===== config.mk =====
export PLATFORM = sky130hd
export DESIGN_NAME = swlis_ctrl
export DESIGN_NICKNAME = d
export VERILOG_FILES = /design/src/rtl/swlis_pkg.sv /design/src/rtl/swlis_ctrl.sv
export SDC_FILE = /design/constraint.sdc
export NUM_CORES = 1
export LEC_CHECK = 0
export BUFFER_PORTS_ARGS = -buffer_cell sky130_fd_sc_hd__buf_2
export CORE_AREA = 3 3 40 42
export DETAILED_ROUTE_END_ITERATION = 12
export DIE_AREA = 0 0 43 45
export PLACE_DENSITY = 0.41
export SYNTH_ARGS = -nofsm -noshare
export SYNTH_HDL_FRONTEND = slang
export SYNTH_SLANG_ARGS = --single-unit

===== constraint.sdc =====
create_clock -name clk -period 3.5 [get_ports clk]
set_clock_uncertainty 0.15 [all_clocks]
set_input_delay 0 -clock clk [delete_from_list [all_inputs] [get_ports clk]]
set_output_delay 0 -clock clk [all_outputs]
set_load 0.005 [all_outputs]

===== src/rtl/swlis_pkg.sv =====
// Package for the sliding-window increasing-subsequence length block.
// Holds field widths, reset values and the controller-to-datapath command type.
`timescale 1ns / 1ps
`default_nettype none
package swlis_pkg;
  localparam int SAMPLE_W        = 32;
  localparam int EXP_W           = 7;
  localparam int LEN_OUT_W       = 7;
  localparam int POS_OUT_W       = 6;
  localparam int WIN_W           = 7;
  localparam int DEF_MAX_WINDOW  = 64;
  localparam int DEF_VALUE_WIDTH = 32;
  localparam logic [WIN_W-1:0] WINDOW_RESET = 7'd64;
  localparam int PADDR_W         = 2;
  localparam logic [PADDR_W-1:0] REG_WINDOW_SIZE = 2'd0;

  typedef struct packed {
    logic load;
    logic expire;
    logic search;
    logic commit;
  } cmd_t;
endpackage
`default_nettype wire


===== src/rtl/swlis_ctrl.sv =====
// Controller state machine: sequences expire, search and insert per transaction.
// Depends on swlis_pkg for the command struct.
`timescale 1ns / 1ps
`default_nettype none
module swlis_ctrl (
  input  wire logic        clk,
  input  wire logic        rst,
  input  wire logic        in_valid,
  output logic             in_stall,
  output logic             out_valid,
  input  wire logic        out_stall,
  output swlis_pkg::cmd_t  cmd
);
  localparam logic [1:0] ST_IDLE   = 2'd0;
  localparam logic [1:0] ST_EXPIRE = 2'd1;
  localparam logic [1:0] ST_SEARCH = 2'd2;
  localparam logic [1:0] ST_INSERT = 2'd3;

  logic [1:0] state;
  logic [1:0] state_next;
  logic       commit;

  assign commit   = (state == ST_INSERT) && (!out_valid || !out_stall);
  assign in_stall = !((state == ST_IDLE) || commit);

  always_comb begin
    cmd.load   = in_valid && !in_stall;
    cmd.expire = (state == ST_EXPIRE);
    cmd.search = (state == ST_SEARCH);
    cmd.commit = commit;
  end

  always_comb begin
    state_next = state;
    case (state)
      ST_IDLE: begin
        if (in_valid) state_next = ST_EXPIRE;
      end
      ST_EXPIRE: state_next = ST_SEARCH;
      ST_SEARCH: state_next = ST_INSERT;
      ST_INSERT: begin
        if (commit) state_next = in_valid ? ST_EXPIRE : ST_IDLE;
      end
      default: state_next = ST_IDLE;
    endcase
  end

  always_ff @(posedge clk) begin
    if (rst) begin
      state     <= ST_IDLE;
      out_valid <= 1'b0;
    end else begin
      state <= state_next;
      if (commit) out_valid <= 1'b1;
      else if (!out_stall) out_valid <= 1'b0;
    end
  end
endmodule
`default_nettype wire


=== Word-level counts from Yosys, hierarchy flattened ===
Index checks and enable logic that the tools add are counted.

* Input port bits: 4
* Logic and storage cells: 23
* ROM bits: 0
* Output and inout bits: 6
* Bits in writable memories: 0
* Bits in registers: 3
* Bits in latches: 0
* Memories kept: 0

* $add $sub $neg: 0
* Multiplexer cells: 6
* Shift-type cells: 0
* Eq/ne operators: 6
* Bitwise gates (word level): 0
* Multipliers: 0
* Div/mod/pow operators: 0
* Reduce and logical (&&, ||, !) cells: 9
* $lt $le $gt $ge: 0

{| class="wikitable"
|+ Operators with widths
! kind !! number
|-
| 2-bit one-hot mux with 4 select lines || 1
|-
| 2-bit == test (second input constant) || 2
|-
| 2-bit two-way mux || 2
|-
| 2-bit inequality test (second input constant) || 2
|-
| 1-bit zero test || 3
|-
| 1-bit two-way mux || 3
|-
| 2-bit by 1-bit == test with 1-bit output (second input constant) || 1
|-
| 1-bit logical AND || 2
|-
| 2-bit zero test || 1
|-
| 1-bit logical OR || 2
|-
| 2-bit by 1-bit inequality test with 1-bit output (second input constant) || 1
|-
| 2-bit AND reduction || 1
|}

=== Logic depth before layout (Yosys ltp) ===
* Depth in word-level cells: 5
* Depth in mapped cells: 5
* Depth with buffers taken out: 5

=== Worst setup path after synthesis ===
OpenSTA, ideal clock, no wires.

* Path kind: flip-flop to flip-flop
* Start point: reg state[0]
* End point: reg state[0]
* Buffers on the path: 0
* Data required time: 3,264 ps
* Data arrival time: 1,268 ps
* Stages on the path, launching flop included: 6
* Slack: 1,996 ps
* Library setup time: 86 ps
* Cell sequence: dfxtp_1 inv_1 ha_1 nor2b_1 a311o_1 a221oi_2

* Longest elaborated chain between the ends: 4
* Elaborated cells between the ends (all ways): 9

{| class="wikitable"
|+ Ends and longest elaborated chain
! element !! line !! RTL
|-
| from (decl) || swlis_ctrl.sv:19 || <nowiki>logic [1:0] state;</nowiki>
|-
| from (signal assigned) || swlis_ctrl.sv:53 || <nowiki>state <= state_next;</nowiki>
|-
| 2-bit == test || swlis_ctrl.sv:23, swlis_ctrl.sv:35 ||
|-
| 1-bit logical AND || swlis_ctrl.sv:23 || <nowiki>assign commit = (state == ST_INSERT) && (!out_valid || !out_stall);</nowiki>
|-
| 2-bit inequality test (no line) || -- ||
|-
| 2-bit AND reduction (no line) || -- ||
|}

Several ways; a longest one is shown, not always the timed one.
A chain may end at the register's enable or synchronous reset.

=== Worst setup path after layout ===
Ends and elaborated chain as after synthesis.

==> results.json <==
{
  "status": "finished clean",
  "cp_top_family": "compound AO/OA/AOI/OAI gates",
  "synth_cell_types": 14,
  "ctsResizeCount": 0,
  "dp_cells": 48,
  "synthesis.nets": 34,
  "cp_max_fo": 5,
  "synth_simple_gate_area_share_pct": 15.4,
  "grt_overflow_total": 0,
  "routed.top_layer": "met3",
  "post-cts-setup-buffer-count": 0,
  "antenna_left": 0,
  "power.density_mw_per_mm2": 766,
  "utilization_pct": 26.3,
  "synth-compound-area-share_pct": 21.8,
  "synth_fa_ha_area_share_pct": 26.6,
  "clock_latency_ns": 0.23,
  "final_max_slew_viol_count": 0,
  "fp.dieW_um": 43,
  "final_common_cell": "buf_2",
  "period_minus_slack_ns": 1.63,
  "wl_met2_um": 225,
  "gp_congestion": 0.664,
  "viasPerCell": 4.04,
  "numCtsBuffers": 3,
  "synth_xor_area_share_pct": 0,
  "multiInputGateArea_um2": 160,
  "crit_arrival_ns": 1.63,
  "cts_tree": "yes",
  "yosysSeqAreaShare_pct": 25.5,
  "synth_top_area_share_pct": 26.6,
  "ctsHoldBuffers": 2,
  "grt_first_pass_wirelength_um": 828,
  "cap_viol_max_count": 0,
  "cellLeakagePower_nw": 0.165,
  "portBuffers": 9,
  "ff_latch_area_um2": 60.1,
  "ys_warn_count": 0,
  "timing_worst_setup_path_type": "flop to flop",
  "setup_viol": 0,
  "synth_top_cell_by_area": "ha_1",
  "relSlewSlack_pct": 80.1,
  "fin_nets": 49,
  "mappedNetlistArea_um2": 235,
  "grt_antenna_before_repair": 0,
  "initial_core_util_pct": 18.3,
  "final_cells": 54,
  "worstSetupStartpointType": "flop",
  "core_mm2": 0.00128,
  "worst_slack_ns": 1.87,
  "htree_levels": 1,
  "fin_tns_setup_ns": 0,
  "routed_wl_um": 505,
  "clock.fmax_mhz": 615,
  "path_cells": "inv_1, ha_1, nor2b_1, a311o_1, a221oi_2",
  "dp_slack_ns": 1.87,
  "vdd.ir_drop.worst_mv": 0.272,
  "track_usage_pct": 6.07,
  "grt_pass1_vias": 208,
  "diodes": 0,
  "routedLengthMet1_um": 221,
  "io_pins": 10,
  "ys_ff_latch": 3,
  "r2r_setup_slack_ns": 1.87,
  "worst-path-buf-inv": 1,
  "avgSynthCellArea_um2": 9.41,
  "clk_path_buf_depth": 2,
  "syn_to_final_growth_pct": 43.6,
  "vias": 218,
  "drt_iter0_markers": 3,
  "hold_viol": 0,
  "route.met3.wl_um": 59,
  "first_pass_iters": 2,
  "dieArea_mm2": 0.00194,
  "synthMuxAreaShare_pct": 4.26,
  "crit_path_end_kind": "flop",
  "core.rowCount": 13,
  "yosys-top-cells-area": "ha_1 (27%), dfxtp_1 (26%), a221oi_2 (6.4%)",
  "clk_pin_slew_ns": 0.04,
  "wl_per_cell_um": 9.35,
  "drive_gt1_share_pct": 33.3,
  "grt_max_degree": 6,
  "netlist_instances": 25,
  "die_y_um": 45,
  "drc": 0,
  "worst_path_largest_cell_delay_ns": 0.36,
  "synth_top_family_by_area": "adder cells",
  "required_ns": 3.50,
  "clock-root-buffer": "clkbuf_4",
  "hp-class": "input pin to flop",
  "tightest_slew_ns": 0.297,
  "fin_crit_sh_pct": 46.5,
  "num-fill-cells": 141,
  "clock_sink_count": 3,
  "final_cell_mix": "buf_2 (9), ha_1 (5), nor2_1 (3), clkbuf_4 (3), dfxtp_1 (3)",
  "critPathSlowestCell": "dfxtp_1",
  "rsz0062_at_grt": "no"
}
sequential cells by signal (all words and copies together) (netlist names):
signal,cells
out_valid,1
state,2
power by group:
part / internal [W] / leakage (nW) / switching (W) / total (W)
Clock: 0.0000428 / 0.0150 / 0.0000190 / 0.0000618
Combinational: 0.0000659 / 0.125 / 0.0000694 / 0.000135
Sequential: 0.0000472 / 0.0247 / 0.0000144 / 0.0000616
Total: 0.000156 / 0.165 / 0.000103 / 0.000259
logic make-up after synthesis:
family | count (synthesis)
adders and majority gates | 5
DFF | 3
buffers and inverters | 3
and+or+nand+nor | 7
AOI/OAI and AO/OA | 6
muxes | 1
path summary, 6_finish.rpt:
| check | start | to | depth (start not counted) |
|---|---|---|---|
| worst max-delay path | state[0]$_SDFFE_PP0P_ | state[0]$_SDFFE_PP0P_ | 5 |
| worst min-delay path | in_valid | state[0]$_SDFFE_PP0P_ | 3 |
| worst min register to register | state[1]$_SDFFE_PP0P_ | state[1]$_SDFFE_PP0P_ | 2 |
| worst max register to register | state[0]$_SDFFE_PP0P_ | state[0]$_SDFFE_PP0P_ | 5 |
routing by layer:
metal  up-vias  track usage (%)
li1        114                -
met1        96             6.47
met2         8             8.68
met3         0             6.77
met4         0                0
met5         -                0
through the flow:
stage	total power [W]	hold slack (ns)	area, µm²
floorplan	0.000155	-0.0838	235
global placement	0.000195	0.0529	292
detailed placement	0.000198	0.0584	292
CTS	0.000264	0.0933	338
global route	0.000289	0.120	338
finish	0.000259	0.0868	338
final cells by class:
cell class / count / share of cell area [%]
timing repair buffer: 11 / 19.3
clock buffer: 4 / 7.78
sequential: 3 / 17.8
tap: 15 / 5.56
multi-input combinational: 19 / 47.4
inverter: 2 / 2.22
worst register-to-register path, delay by kind of cell, from the launching register on:
kind | cells | cell delay [ns]
buf+inv | 1 | 0.12
flops | 1 | 0.36
simple gates | 1 | 0.15
fa+ha+maj | 1 | 0.22
compound gates | 2 | 0.53
synthesized netlist by cell type:
master and n:
ha_1 5, dfxtp_1 3, nor2_1 3, inv_1 2, nand2b_1 2, nor2b_1 2
a211oi_1 1, a21boi_0 1, a21oi_1 1, a221oi_2 1, a311o_1 1, a31oi_1 1
buf_4 1, mux2i_1 1
(Power assumes the default switching activity.)
